$ cat src/sv/sbf_fifo.sv
`timescale 1ns / 1ps
module sbf_fifo #(
	parameter int WIDTH = 8,
	parameter int DEPTH = 4
) (
	input  logic             clk,
	input  logic             arst_n,
	input  logic             push0,
	input  logic             push1,
	input  logic [WIDTH-1:0] din0,
	input  logic [WIDTH-1:0] din1,
	output logic             ready,
	input  logic             pop,
	output logic             empty,
	output logic [WIDTH-1:0] dout
);

	localparam int PW = $clog2(DEPTH);
	localparam int CW = PW + 1;

	logic [WIDTH-1:0] slot_q [DEPTH];
	logic [PW-1:0]    wr_q;
	logic [PW-1:0]    rd_q;
	logic [CW-1:0]    count_q;
	logic             do_pop;

	// ready means room for two entries
	assign ready  = count_q <= CW'(DEPTH - 2);
	assign empty  = count_q == '0;
	assign dout   = slot_q[rd_q];
	assign do_pop = pop && !empty;

	always_ff @(posedge clk or negedge arst_n) begin
		if (!arst_n) begin
			wr_q    <= '0;
			rd_q    <= '0;
			count_q <= '0;
		end else begin
			wr_q    <= wr_q + PW'(push0) + PW'(push1);
			rd_q    <= rd_q + PW'(do_pop);
			count_q <= count_q + CW'(push0) + CW'(push1) - CW'(do_pop);
		end
	end

	always_ff @(posedge clk) begin
		if (push0)
			slot_q[wr_q] <= din0;
		if (push1)
			slot_q[wr_q + PW'(1)] <= din1;
	end

endmodule

$ cat config.mk
export PLATFORM = sky130hd
export DESIGN_NAME = sbf_fifo
export DESIGN_NICKNAME = d
export VERILOG_FILES = /design/src/sv/sbf_fifo.sv
export SDC_FILE = /design/constraint.sdc
export NUM_CORES = 1
export LEC_CHECK = 0
export BUFFER_PORTS_ARGS = -buffer_cell sky130_fd_sc_hd__buf_2
export CAP_MARGIN = 20
export CORE_ASPECT_RATIO = 1.1
export CORE_MARGIN = 10
export CORE_UTILIZATION = 60
export DETAILED_ROUTE_END_ITERATION = 10
export GPL_TIMING_DRIVEN = 0
export PLACE_DENSITY = 0.84
export SLEW_MARGIN = 20
export SYNTH_ARGS = -nofsm -noshare
export SYNTH_HDL_FRONTEND = slang
export SYNTH_SLANG_ARGS = --single-unit
$ cat constraint.sdc
create_clock -name clk -period 5.6 [get_ports clk]
set_input_delay 1.12 -clock clk [delete_from_list [all_inputs] [get_ports clk]]
set_output_delay 1.12 -clock clk [all_outputs]
set_load 0.05 [all_outputs]
# == Word-level counts from Yosys, hierarchy flattened ==
# Memories as Yosys holds them, arrays and structs flattened.
# Cells that the tools add are included.
# totals
reg_bits,7
ram_bits,32
input_bits,21
out_inout_bits,10
word_cells,19
memories,1
# op_classes
n_addsub,7
order_cmp,1
mux,4
n_reduce_logical,3
# mem_list
name,words,word_bits,read_ports,rd_clocked_by_memory_dff,wr,line,source
slot_q,4,8,1,0,2,21,logic [WIDTH-1:0] slot_q [DEPTH];
# op_table
cell,count
$add 2x1->2,3
$add 3x1->3,2
$mux 1,4
$le 3x2->1 const B,1
$logic_not 3->1,1
$sub 3x1->3,1
$add 2x1->2 const B,1
$logic_and 1x1->1,1
$logic_not 1->1,1

# == Logic depth before layout (Yosys ltp) ==
# logic_depth
word_depth,4
depth_mapped,7
depth_no_buf,7

# == Worst setup path after synthesis ==
# OpenSTA, ideal clock, no wires.
# synth_timing
path_kind,reg-to-reg
start,register count_q[0]
end,register count_q[2]
setup_ns,0.123
t_arrival_ns,2.939
t_required_ns,5.477
setup_slack_ns,2.539
path_stages_with_launch,8
n_path_buf,0
period_less_slack_ns,3.061
cell_sequence,dfrtp_1 nor3_1 nor2b_1 ha_1 inv_1 fa_1 fa_1 xnor2_1
# synth_via
elab_chain_len,4
word_cells_on_any_way,6
cone_classes,add/sub: 3; reduce/logical: 3
# synth_lines
element,line,source
from (decl),24,logic [CW-1:0] count_q;
from (signal assigned),41,count_q <= count_q + CW'(push0) + CW'(push1) - CW'(do_pop);
$logic_not 3->1,29,assign empty = count_q == '0;
via empty,14,"output logic empty,"
$logic_not 1->1,31,assign do_pop = pop && !empty;
$logic_and 1x1->1,31,
$sub 3x1->3,41,
# The timed path passes the listed nets, and every way through them passes these cells.

# == Final worst setup path ==
# layout_timing
start,register rd_q[1]
end,output port dout[6]
# layout_via
elab_chain_len,1
# layout_lines
element,line,source
from (decl),23,logic [PW-1:0] rd_q;
from (signal assigned),40,rd_q <= rd_q + PW'(do_pop);
$mem_v2 4x8,n/a,
to (decl),15,output logic [WIDTH-1:0] dout
# No other way between the ends.

==> results.cfg <==
[detailed_routing]
drt_pre_antenna_iters = 4
vias = 1080
post_drt_via_cell_ratio = 5.84
detailed_route_iter0_violations = 54
drc_errors = 0
count_of_nets_left_with_antenna_violations_after_detail_routing = 0
drt-wirelength-per-cell_um = 20.3
detail_route.wirelength_mm = 3.75

[global_route]
grt_max_degree = 13
antenna_found_initial = 0
track_usage = 0.137
grt_pass1_wl_mm = 6.08
first_global_vias = 1235
global_route.overflow_total = 0

[pwr]
gate_power_share = 0.498
pwr-share-clk = 0.132
total_switching_power_w = 0.000535
peakVddDrop_v = 0.000318
net_switching_share_of_the_total_power = 0.419
cellLeakagePower_nw = 0.877
power_per_cell_area_nw_per_um2 = 572
cell_internal_pwr_w = 0.000742
power.sequential.fraction = 0.371

[critical_path]
critPathMaxStageDelay_ns = 0.49
setup.worst_path.start_class = flop
worstRegToRegCells = 7
cp_cell_instances = clkbuf_1 > mux4_2 > buf_2
crit_path_max_fanout = 9
worstSetupEndpointType = output port
r2r_setup_slk_ns = 3.50
cp.required_ns = 4.48
worstReg2RegEnd = count_q[2]$_DFF_PN0_
critical_path_arrival_ns = 1.83
worstSetupPathType = flop to output port
worst_r2r_startpoint = count_q[0]$_DFF_PN0_
critical_path.slowest_cell = sky130_fd_sc_hd__clkbuf_1

[cells_and_area]
number_of_nets_in_the_final_layout = 177
num-fill-cells = 215
area_growth_syn_to_layout_pct = 13.5
insertedDiodeCount = 0
final_area_um2 = 2230
drive_gt1_frac = 0.570

[yosys]
synthAdderAreaFrac = 0.0496
synth_cells = 113
mappedNetlistNets = 140
synth_largest_area_cell = sky130_fd_sc_hd__edfxtp_1
count_of_flip_flops_with_a_built_in_enable_after_synthesis = 32
synth_top_family_by_area = multiplexers
synth_commonest_cells = sky130_fd_sc_hd__edfxtp_1, sky130_fd_sc_hd__mux2_2, sky130_fd_sc_hd__mux4_2
synth-seq-cells = 39
synth_largest_type_area_fraction = 0.488
syn_area_um2 = 1970
synth_flop_cell = sky130_fd_sc_hd__edfxtp_1
post_synth_main_area_contributors = sky130_fd_sc_hd__edfxtp_1, sky130_fd_sc_hd__mux2_2, sky130_fd_sc_hd__mux4_2
synth-xor-area-share = 0.0133
compound_cell_area_share_of_the_yosys_netlist = 0.00889
netlist-cell-type-count = 23
yosys.area_share.simple = 0.0407
ys_warn_count = 0
synth-seq-area-share = 0.577
fraction_of_synthesis_flops_using_an_asynchronous_set_or_reset_pin = 0.179
synth_area_per_cell_um2 = 17.4
yosys-mux-area-fraction = 0.280

[cts]
htreeDepth = 2
clk-insertion-delay-late_ns = 0.35
tritoncts = yes
cts_buffers = 5
cts_repair_resize_count = 0
clock_path_buffers = 2
hold_buffer_count_at_cts = 0
cts_root_buf = sky130_fd_sc_hd__clkbuf_4
cts.sinks = 39
cts.repair_timing.setup_buffer_count = 0
clk_transition_reported_paths_ns = 0.12

[timing]
report.final.hold_viol_count = 0
fin_worst_skew_ns = 0.0148
achievable-frequency_mhz = 339
grt_setup_unrepaired = false
tightestPinTransition_ns = 0.851
fin_crit_sh = 0.526
timing.final.setup_violations = 0
period_minus_slack_ns = 2.95
maxSlewViolCount = 0
worst_slew_margin_rel = 0.430
setup_total_negative_slack_ns = 0

[floorplan]
die_y_um = 80.1
chipWidth_um = 74.6
placement_rows = 21
ios = 31
core_um2 = 3100
dieArea_um2 = 5980
initial_core_util = 0.635

[hold_path]
timing.hold.worst_endpoint = rd_q[0]$_DFF_PN0_
hold-path-cell-count = 1
min-delay-path-class = flop to flop
hp-start = rd_q[0]$_DFF_PN0_

[job]
timing.max_cap.violations = 0

[place]
placement.io_buffers = 30
dp_hpwl_mm = 2.75
gp_routability_congestion = 0.715
detailed_place.area_um2 = 2160

[outcome]
status = finished clean
area by class of cell:
| cell class | instances | area (um^2) | area share |
|---|---|---|---|
| Buffer | 5 | 38.8 | 0.0174 |
| Clock buffer | 7 | 65.1 | 0.0291 |
| Clock inverter | 1 | 7.51 | 0.00336 |
| Inverter | 6 | 22.5 | 0.0101 |
| Multi-Input combinational cell | 63 | 772 | 0.345 |
| Sequential cell | 39 | 1140 | 0.508 |
| Tap cell | 34 | 42.5 | 0.0190 |
| Timing Repair Buffer | 30 | 150 | 0.0672 |
how the worst max path moves through the flow:
| stage | endpoint | from | cells after the start |
|---|---|---|---|
| after detailed placement | count_q[2]$_DFF_PN0_ | push1 | 8 |
| final | dout[6] | rd_q[1]$_DFF_PN0_ | 3 |
| after CTS | dout[6] | rd_q[0]$_DFF_PN0_ | 3 |
| after floorplan | count_q[2]$_DFF_PN0_ | count_q[0]$_DFF_PN0_ | 7 |
| after global routing | dout[6] | rd_q[1]$_DFF_PN0_ | 3 |
| after global placement | slot_q[0][7]$_DFFE_PP_ | push0 | 3 |
registers in the layout, indices dropped and copies added (netlist names):
name,cells
rd_q,2
wr_q,2
slot_q,32
count_q,3
power groups by stage:
stage          Combinational, W  Sequential [W]  Clock [W]
3_5_place_dp           0.000646        0.000482          0
3_3_place_gp           0.000630        0.000475          0
2_1_floorplan          0.000510        0.000470          0
6_report               0.000636        0.000474   0.000168
5_1_grt                0.000683        0.000485   0.000179
4_1_cts                0.000647        0.000476   0.000168
logic make-up (layout without fill, tap and decap cells):
family,Yosys count,count (layout)
AO/OA/AOI/OAI,3,3
XOR/XNOR,3,3
multiplexers,41,41
AND/OR/NAND/NOR,10,10
adder cells (fa/ha/maj),6,6
buffers and inverters,11,49
flip-flops,39,39
through the flow:
stage                     utilization  power (W)  cells  hold WS [ns]  setup WS (ns)
after floorplan                     -   0.000980    113         0.473           2.54
after global placement          0.697    0.00110    177         0.485           2.79
after detailed placement        0.697    0.00113    177         0.490           2.83
after CTS                       0.721    0.00129    185         0.518           2.65
after global routing            0.721    0.00135    185         0.539           2.58
final                           0.721    0.00128    185         0.514           2.65
cells in the final DEF, fill, tap and decap left out, drive strengths merged, types with 2 or more instances in the layout:
cell type / instances
buf: 34
inv: 6
clkbuf: 8
nor2: 3
mux2: 32
fa: 3
edfxtp: 32
o21ai: 2
dfrtp: 7
mux4: 8
ha: 3
nand3b: 2
xor2: 2
routing by layer:
| layer | vias to the layer above | GRT usage | routed length [um] |
|---|---|---|---|
| li1 | 507 | - | - |
| met1 | 542 | 0.137 | 1390 |
| met2 | 24 | 0.253 | 2090 |
| met3 | 7 | 0.0517 | 236 |
| met4 | 0 | 0.0417 | 44 |
| met5 | - | 0 | 0 |
worst max-delay path, delay by kind of cell (launching register included):
kind | cells | cell delay, ns
multiplexers | 1 | 0.41
flip-flops | 1 | 0.35
buffers and inverters | 2 | 0.72
Note: power is estimated with default switching activity, not from simulation.
