### src/sv/sbf_pkg.sv
`timescale 1ns / 1ps
package sbf_pkg;

	localparam int MAX_WIDTH_DEF       = 1024;
	localparam int PIXEL_BITS_DEF      = 16;
	localparam int EXTRA_FRAC_BITS_DEF = 4;

	localparam int JQ_DEPTH      = 4;
	localparam int OQ_DEPTH      = 8;
	localparam int ROW_BITS      = 16;
	localparam int IW_BITS       = 11;
	localparam int CFG_DATA_BITS = 16;

	localparam logic [IW_BITS-1:0]  WIDTH_RESET  = 11'd640;
	localparam logic [ROW_BITS-1:0] HEIGHT_RESET = 16'd480;

	typedef enum logic {
		CFG_WIDTH  = 1'b0,
		CFG_HEIGHT = 1'b1
	} cfg_reg_t;

	typedef struct packed {
		logic                     valid;
		cfg_reg_t                 index;
		logic [CFG_DATA_BITS-1:0] data;
	} cfg_wr_t;

	typedef struct packed {
		logic [ROW_BITS-1:0] row;
		logic                last_row;
		logic                done;
	} job_tag_t;

	typedef struct packed {
		logic [ROW_BITS-1:0] row;
		logic                done;
	} out_tag_t;

endpackage

### src/sv/sbf_front.sv
`timescale 1ns / 1ps
module sbf_front
	import sbf_pkg::*;
#(
	parameter int MAX_WIDTH       = MAX_WIDTH_DEF,
	parameter int PIXEL_BITS      = PIXEL_BITS_DEF,
	parameter int EXTRA_FRAC_BITS = EXTRA_FRAC_BITS_DEF
) (
	input  logic                                  clk,
	input  logic                                  arst_n,
	input  cfg_wr_t                               cfg,
	input  logic                                  push,
	output logic                                  full,
	input  logic [PIXEL_BITS-1:0]                 pixel_in,
	input  logic                                  jq_ready,
	output logic                                  jq_push0,
	output logic                                  jq_push1,
	output logic [PIXEL_BITS+EXTRA_FRAC_BITS-1:0] job0_val,
	output logic [$clog2(MAX_WIDTH)-1:0]          job0_col,
	output job_tag_t                              job0_tag,
	output logic [PIXEL_BITS+EXTRA_FRAC_BITS-1:0] job1_val,
	output logic [$clog2(MAX_WIDTH)-1:0]          job1_col,
	output job_tag_t                              job1_tag
);

	localparam int P  = PIXEL_BITS;
	localparam int E  = EXTRA_FRAC_BITS;
	localparam int HW = P + E;
	localparam int CB = $clog2(MAX_WIDTH);
	localparam int WB = (CB + 1 > IW_BITS) ? CB + 1 : IW_BITS;
	localparam int XW = P + 2;
	localparam int K  = P + 4;
	localparam int MW = 2 * P + 5;
	localparam logic [K:0]     POW   = {1'b1, {K{1'b0}}};
	localparam logic [P+2:0]   RECIP = (P + 3)'(POW / 3 + 1);
	localparam logic [HW-1:0]  THIRD1 = HW'((1 << E) / 3);
	localparam logic [HW-1:0]  THIRD2 = HW'((2 << E) / 3);

	logic [IW_BITS-1:0]  width_q;
	logic [ROW_BITS-1:0] height_q;
	logic [WB-1:0]       width_ext;
	logic [CB-1:0]       col_last;
	logic [ROW_BITS-1:0] row_last;

	logic [CB-1:0]       col_q;
	logic [ROW_BITS-1:0] row_q;
	logic [P-1:0]        prev_q;
	logic [P-1:0]        pprev_q;
	logic                last_col;
	logic                last_row;
	logic                accept;
	logic                adv;

	logic                v_s1;
	logic [P-1:0]        cur_s1;
	logic [P-1:0]        prev_s1;
	logic [P-1:0]        pprev_s1;
	logic [CB-1:0]       col_s1;
	logic [ROW_BITS-1:0] row_s1;
	logic                lc_s1;
	logic                lr_s1;

	logic [XW-1:0]       xa;
	logic [XW-1:0]       xb;
	logic [XW-1:0]       sum3;
	logic [XW+E-1:0]     sum3_wide;
	logic [MW-1:0]       prod_a;
	logic [MW-1:0]       prod_b;

	logic                v_s2;
	logic [MW-1:0]       prod_a_s2;
	logic [MW-1:0]       prod_b_s2;
	logic [XW-1:0]       xa_s2;
	logic [XW-1:0]       xb_s2;
	logic [HW-1:0]       hsum_s2;
	logic [CB-1:0]       col_s2;
	logic [ROW_BITS-1:0] row_s2;
	logic                lc_s2;
	logic                lr_s2;
	logic                ja_s2;
	logic                one_s2;

	logic [XW-1:0]       qa;
	logic [XW-1:0]       qb;
	logic [1:0]          ra;
	logic [1:0]          rb;
	logic [HW-1:0]       fa;
	logic [HW-1:0]       fb;
	logic [HW-1:0]       hv_a;
	logic [HW-1:0]       hv_b;
	logic                fire;

	always_ff @(posedge clk or negedge arst_n) begin
		if (!arst_n) begin
			width_q  <= WIDTH_RESET;
			height_q <= HEIGHT_RESET;
		end else if (cfg.valid) begin
			case (cfg.index)
				CFG_WIDTH:  width_q  <= cfg.data[IW_BITS-1:0];
				CFG_HEIGHT: height_q <= cfg.data;
				default: ;
			endcase
		end
	end

	assign width_ext = WB'(width_q);

	always_comb begin
		if (width_ext < WB'(2))
			col_last = CB'(1);
		else if (width_ext > WB'(MAX_WIDTH))
			col_last = CB'(MAX_WIDTH - 1);
		else
			col_last = CB'(width_ext - WB'(1));
	end

	assign row_last = (height_q < ROW_BITS'(2)) ? ROW_BITS'(1) : height_q - ROW_BITS'(1);
	assign last_col = col_q >= col_last;
	assign last_row = row_q >= row_last;

	assign adv    = !v_s2 || jq_ready;
	assign full   = v_s1 && !adv;
	assign accept = push && !full;

	always_ff @(posedge clk or negedge arst_n) begin
		if (!arst_n) begin
			col_q   <= '0;
			row_q   <= '0;
			prev_q  <= '0;
			pprev_q <= '0;
		end else if (accept) begin
			if (last_col) begin
				col_q   <= '0;
				prev_q  <= '0;
				pprev_q <= '0;
				row_q   <= last_row ? '0 : row_q + ROW_BITS'(1);
			end else begin
				col_q   <= col_q + CB'(1);
				prev_q  <= pixel_in;
				pprev_q <= prev_q;
			end
		end
	end

	always_ff @(posedge clk or negedge arst_n) begin
		if (!arst_n) begin
			v_s1 <= 1'b0;
			v_s2 <= 1'b0;
		end else begin
			if (adv || !v_s1)
				v_s1 <= accept;
			if (adv)
				v_s2 <= v_s1;
		end
	end

	// weighted row sums and the reciprocal products for the edge case
	assign xa        = {1'b0, prev_s1, 1'b0} + XW'(cur_s1);
	assign xb        = XW'(prev_s1) + {1'b0, cur_s1, 1'b0};
	assign sum3      = xa + XW'(pprev_s1);
	assign sum3_wide = (XW + E)'(sum3) << E;
	assign prod_a    = MW'(xa) * MW'(RECIP);
	assign prod_b    = MW'(xb) * MW'(RECIP);

	always_ff @(posedge clk) begin
		if (accept) begin
			cur_s1   <= pixel_in;
			prev_s1  <= prev_q;
			pprev_s1 <= pprev_q;
			col_s1   <= col_q;
			row_s1   <= row_q;
			lc_s1    <= last_col;
			lr_s1    <= last_row;
		end
		if (adv && v_s1) begin
			prod_a_s2 <= prod_a;
			prod_b_s2 <= prod_b;
			xa_s2     <= xa;
			xb_s2     <= xb;
			hsum_s2   <= HW'(sum3_wide >> 2);
			col_s2    <= col_s1;
			row_s2    <= row_s1;
			lc_s2     <= lc_s1;
			lr_s2     <= lr_s1;
			ja_s2     <= col_s1 != '0;
			one_s2    <= col_s1 == CB'(1);
		end
	end

	// exact divide by three: quotient from the product, fraction from the remainder
	assign qa = XW'(prod_a_s2 >> K);
	assign qb = XW'(prod_b_s2 >> K);
	assign ra = 2'(xa_s2 - (qa << 1) - qa);
	assign rb = 2'(xb_s2 - (qb << 1) - qb);

	always_comb begin
		case (ra)
			2'd1:    fa = THIRD1;
			2'd2:    fa = THIRD2;
			default: fa = '0;
		endcase
		case (rb)
			2'd1:    fb = THIRD1;
			2'd2:    fb = THIRD2;
			default: fb = '0;
		endcase
	end

	assign hv_a = one_s2 ? (HW'(qa) << E) + fa : hsum_s2;
	assign hv_b = (HW'(qb) << E) + fb;

	assign fire     = v_s2 && jq_ready;
	assign jq_push0 = fire && (ja_s2 || lc_s2);
	assign jq_push1 = fire && ja_s2 && lc_s2;

	always_comb begin
		job1_val = hv_b;
		job1_col = col_s2;
		job1_tag = '{row: row_s2, last_row: lr_s2, done: lr_s2};
		if (ja_s2) begin
			job0_val = hv_a;
			job0_col = col_s2 - CB'(1);
			job0_tag = '{row: row_s2, last_row: lr_s2, done: 1'b0};
		end else begin
			job0_val = job1_val;
			job0_col = job1_col;
			job0_tag = job1_tag;
		end
	end

endmodule

### config.mk
export PLATFORM = sky130hd
export DESIGN_NAME = sbf_front
export DESIGN_NICKNAME = d
export VERILOG_FILES = /design/src/sv/sbf_pkg.sv /design/src/sv/sbf_front.sv
export SDC_FILE = /design/constraint.sdc
export NUM_CORES = 1
export LEC_CHECK = 0
export BUFFER_PORTS_ARGS = -buffer_cell sky130_fd_sc_hd__buf_2
export CORE_UTILIZATION = 55
export CTS_BUF_LIST = sky130_fd_sc_hd__clkbuf_4 sky130_fd_sc_hd__clkbuf_8 sky130_fd_sc_hd__clkbuf_16
export DETAILED_ROUTE_END_ITERATION = 10
export GPL_ROUTABILITY_DRIVEN = 0
export PLACE_DENSITY = 0.85
export SETUP_SLACK_MARGIN = 0.15
export SYNTH_ARGS = -nofsm -noshare
export SYNTH_HDL_FRONTEND = slang
export SYNTH_SLANG_ARGS = --single-unit
export TNS_END_PERCENT = 30
### constraint.sdc
create_clock -name clk -period 20.7 [get_ports clk]
set_input_delay 2.07 -clock clk [delete_from_list [all_inputs] [get_ports clk]]
set_output_delay 2.07 -clock clk [all_outputs]
set_load 0.1 [all_outputs]
After elaboration in Yosys (flattened, before gate mapping)
Cells that the tools add are included.
{"block": "totals", "reg_bits": 285, "out_inout_bits": 99, "elab_cells": 84, "inputBits": 38}
{"block": "op_classes", "eq_ne": 5, "n_mux": 13, "n_mul": 2, "bitwise_logic": 1, "addsub": 14, "order_cmp": 5, "n_reduce_logical": 18}
{"op": "$mul A18 B18 Y35 const B", "n": 2}
{"op": "$mux W16", "n": 4}
{"op": "$add A20 B4 Y20", "n": 2}
{"op": "$mux W10", "n": 4}
{"op": "$mux W20", "n": 2}
{"op": "$sub A10 B1 Y10 const B", "n": 2}
{"op": "$add A16 B17 Y18", "n": 1}
{"op": "$add A17 B16 Y18", "n": 1}
{"op": "$add A18 B16 Y18", "n": 1}
{"op": "$add A16 B1 Y16 const B", "n": 1}
{"op": "$ge A16 B16 Y1", "n": 1}
{"op": "$lt A16 B2 Y1 const B", "n": 1}
{"op": "$pmux W4 S2", "n": 2}
{"op": "$sub A16 B1 Y16 const B", "n": 1}
{"op": "$gt A11 B11 Y1 const B", "n": 1}
{"op": "$lt A11 B2 Y1 const B", "n": 1}
{"op": "$add A10 B1 Y10 const B", "n": 1}
{"op": "$eq A10 B1 Y1 const B", "n": 1}
{"op": "$ge A10 B10 Y1", "n": 1}
{"op": "$reduce_bool A10 Y1", "n": 1}
{"op": "$sub A2 B2 Y2", "n": 4}
{"op": "$logic_and A1 B1 Y1", "n": 7}
{"op": "$reduce_and A2 Y1", "n": 3}
{"op": "$eq A2 B1 Y1 const B", "n": 2}
{"op": "5 further kinds", "n": 11}

Longest topological paths before layout
{"block": "depth", "word_depth": 7, "depth_mapped": 32}

Worst setup path after synthesis
No wires, ideal clock.
{"block": "synth_timing", "path_type": "register to register", "from": "register cur_s1[0]", "to": "register prod_b_s2[35], data pin", "stages_incl_launch_ff": 32, "t_required_ns": 20.437, "setup_slack_ns": 13.144, "n_path_buf": 0, "arrival_ns": 7.293, "path_cell_list": "edfxtp_1 -> ha_1 -> inv_1 -> fa_1 -> nor2b_1 -> o21ai_0 -> a21oi_1 -> o41a_1 -> a211oi_1 -> o41a_1 -> nor2b_1 -> o21ai_1 -> inv_1 -> ha_1 -> ha_1 -> inv_1 -> fa_1 -> fa_1 -> fa_1 -> fa_1 -> inv_1 -> ha_1 -> nand4_1 -> inv_1 -> a21oi_1 -> nand2_1 -> o2111ai_1 -> a31oi_1 -> a41o_1 -> o31a_1 -> a311oi_1 -> xnor2_1"}
{"block": "synth_via", "elab_chain_len": 2}
{"item": "start, declared", "line": "sbf_front.sv:55", "rtl": "logic [P-1:0] cur_s1;"}
{"item": "start signal, assigned", "line": "sbf_front.sv:167", "rtl": "cur_s1 <= pixel_in;"}
{"item": "$add A16 B17 Y18", "line": "sbf_front.sv:159", "rtl": "assign xb = XW'(prev_s1) + {1'b0, cur_s1, 1'b0};"}
{"item": "$mul A18 B18 Y35", "line": "sbf_front.sv:163", "rtl": "assign prod_b = MW'(xb) * MW'(RECIP);"}
{"item": "net prod_b[35]", "line": "sbf_front.sv:68", "rtl": "logic [MW-1:0] prod_b;"}
{"item": "end signal, assigned", "line": "sbf_front.sv:177", "rtl": "prod_b_s2 <= prod_b;"}
{"item": "end, declared", "line": "sbf_front.sv:72", "rtl": "logic [MW-1:0] prod_b_s2;"}
The timed path passes the listed nets, and every way through them passes these cells.
A chain may end at the register's enable or synchronous reset.

Final worst setup path
Same ends and word-level chain as after synthesis.

==> results.sh <==
export IMPL_outcome="finished with violations"
export IMPL_failed_checks="DRC"
export IMPL_viasPerCell=5.60
export IMPL_worstMarginPinSlew_ns=1.21
export IMPL_ys_ff_latch=247
export IMPL_grt_pass1_vias=17900
export IMPL_slowest_delay_ns=0.61
export IMPL_cts_resized=0
export IMPL_reg2reg_depth=31
export IMPL_core_rowCount=76
export IMPL_post_cts_buffers=0
export IMPL_rsz0062_at_grt="false"
export IMPL_ys_types=76
export IMPL_setup_worst_path_start_class="register"
export IMPL_synth_main_ff_cell="edfxtp_1"
export IMPL_end_kind="register"
export IMPL_synthTopCellsByArea="edfxtp_1 (20%), ha_1 (20%), fa_1 (18%), dfrtp_1 (8.5%), inv_1 (8.0%)"
export IMPL_routed_wl_um=55800
export IMPL_cap_violations=0
export IMPL_cts_root_buffer="clkbuf_16"
export IMPL_setup_violations=0
export IMPL_grt_overflow=0
export IMPL_yosys_warnings=0
export IMPL_io_buffers=136
export IMPL_antenna_found_initial=9
export IMPL_min_delay_path_depth=0
export IMPL_holdPathEnd="pprev_s1[14]"
export IMPL_period_share_pct=42.1
export IMPL_r2r_end="prod_b_s2[35]"
export IMPL_arrival_ns=9.02
export IMPL_max_freq_ghz=0.115
export IMPL_wl_per_cell_um=18.4
export IMPL_drv_slew=0
export IMPL_worstPathRequired_ns=21.00
export IMPL_die_y_um=211
export IMPL_tns_ns=0
export IMPL_final_core_utilization_pct=60.2
export IMPL_grt_pass1_wl_um=89200
export IMPL_io_pins=137
export IMPL_tritoncts="built"
export IMPL_dieArea_um2=44300
export IMPL_clk_pin_slew_ns=0.07
export IMPL_cts_max_level=1
export IMPL_drc=2
export IMPL_r2r_start="cur_s1[0]"
export IMPL_grt_start_max_net_pins=76
export IMPL_layout_nets=3057
export IMPL_fp_coreArea_um2=43000
export IMPL_vias=17000
export IMPL_holdCritStartpoint="pprev_q[14]"
export IMPL_grtUsageTotal_pct=25.4
export IMPL_cts_num_sinks=247
export IMPL_async_reset_ff_share_pct=35.2
export IMPL_layout_filler_cells=3359
export IMPL_syn_nets=2950
export IMPL_skew_ns=0.0255
export IMPL_cts_inserted_buffers=25
export IMPL_rrSetupSlack_ns=11.98
export IMPL_worst_slew_margin_rel_pct=19.0
export IMPL_hold_slack_ns=0.420
export IMPL_min_period_ns=8.72
export IMPL_die_w_um=211
export IMPL_crit_type="reg -> reg"
export IMPL_cp_max_fo=9
export IMPL_clk_latency_ns=0.57
export IMPL_drt_pass1_iter_count=11
export IMPL_synth_seq_area_share_pct=29.2
export IMPL_netlist_instances=2321
export IMPL_postCtsHoldBufs=0
export IMPL_min_path_type="reg -> reg"
export IMPL_yosys_area_top_type="edfxtp_1"
export IMPL_syn_avg_cell_area_um2=10.3
export IMPL_start_util_pct=55.7
export IMPL_dp_hpwl_um=45300
export IMPL_synthToLayoutAreaGrowth_pct=8.13
export IMPL_synth_edf_count=160
export IMPL_yosysTopAreaCellShare_pct=20.1
export IMPL_cp_slowest_cell="edfxtp_1"
export IMPL_cts_buffer_depth=3
export IMPL_finalHoldViolCount=0
export IMPL_netlist_area_um2=23900
export IMPL_drt_iter0_drc=1257
export IMPL_fin_cells=3034
export IMPL_detail_route_antenna_nets=0
export IMPL_dp_cells=2986
export IMPL_drive_above_1_share_pct=9.93
## state kept, by name (all words and copies together), names as in the netlist, 11 cells and up
signal and count:
height_q 16, prod_b_s2 16, hsum_s2 18, row_s2 16, prev_s1 16, pprev_s1 16, cur_s1 16, width_ext 11
prod_a_s2 16, row_s1 16, row_q 16, pprev_q 16, prev_q 16
## logic make-up (layout without fill, tap and decap cells)
logic type	count (synthesis)	after routing	synth area share, %
other	0	3	0
muxes	45	45	2.02
and+or+nand+nor	429	429	8.51
buffers and inverters	580	705	9.70
xor gates and xnor gates	129	129	4.75
AOI/OAI and AO/OA	296	296	8.06
adders and majority gates	595	595	37.7
DFF	247	247	29.2
## synth_stat cells (7+ instances only)
library cell	instances
a211oi_1	12
a21o_1	22
a21oi_1	73
a31oi_1	7
and2_1	12
and3_1	20
buf_4	37
clkbuf_1	25
dfrtp_1	81
edfxtp_1	160
fa_1	212
ha_1	379
inv_1	507
mux2_2	26
mux2i_1	19
nand2_1	134
nand2b_1	19
nand3_1	26
nand4_1	16
nor2_1	110
nor2b_1	20
nor3_1	33
nor4_1	7
o21a_1	18
o21ai_0	70
o21ai_1	15
o31ai_1	21
or3_1	8
xnor2_1	87
xor2_1	41
## critical path: cells and delay by family, from the launching register on
family,cells,cell delay (ns)
flops,1,0.61
buf+inv,5,0.47
compound gates,12,3.22
simple gates,4,0.35
fa+ha+maj,9,3.67
xor+xnor,1,0.11
## through the flow
stage          instance area (um^2)  setup slack, ns
2_1_floorplan                 23900            13.14
3_3_place_gp                  25000            12.54
3_5_place_dp                  25000            12.08
4_1_cts                       25900            12.08
5_1_grt                       25900            11.59
6_report                      25900            11.98
## cell type report
cell class                      count  area [um^2]  area share, %
Antenna cell                        3         7.51         0.0290
Clock buffer                       30          681           2.63
Clock inverter                     15          138          0.532
Inverter                          511         1920           7.42
Multi-Input combinational cell   1494        14600           56.5
Sequential cell                   247         6990           27.0
Tap cell                          585          732           2.83
Timing Repair Buffer              149          781           3.02
## placed cells by master, fill, tap and decap left out, drive strengths merged, types with 26 or more instances in the layout
| cell type | Yosys | routed |
|---|---|---|
| a21oi | 74 | 74 |
| buf | 44 | 149 |
| clkbuf | 25 | 30 |
| dfrtp | 81 | 81 |
| edfxtp | 160 | 160 |
| fa | 212 | 212 |
| ha | 379 | 379 |
| inv | 509 | 511 |
| mux2 | 26 | 26 |
| nand2 | 134 | 134 |
| nand3 | 26 | 26 |
| nor2 | 110 | 110 |
| nor3 | 33 | 33 |
| o21ai | 85 | 85 |
| xnor2 | 88 | 88 |
| xor2 | 41 | 41 |
## metal layers
metal	vias up	global-route usage, %	part of all wire (%)
li1	7844	-	-
met1	8293	32.4	41
met2	678	43.6	48
met3	163	4.37	7.3
met4	12	8.50	3.7
met5	-	0	0.13
## how the worst max path moves through the flow
stage	from	end	slack, ns	depth (start not counted)
floorplan	cur_s1[0]	prod_b_s2[35]	13.14	31
global placement	cur_s1[0]	prod_b_s2[35]	12.54	31
detailed placement	cur_s1[0]	prod_b_s2[35]	12.08	31
CTS	cur_s1[0]	prod_b_s2[35]	12.08	31
global route	cur_s1[0]	prod_b_s2[35]	11.59	31
finish	cur_s1[0]	prod_b_s2[35]	11.98	31
Power is not shown: default switching activity piles up to over one toggle a cycle in this logic, so the estimate is an artifact.
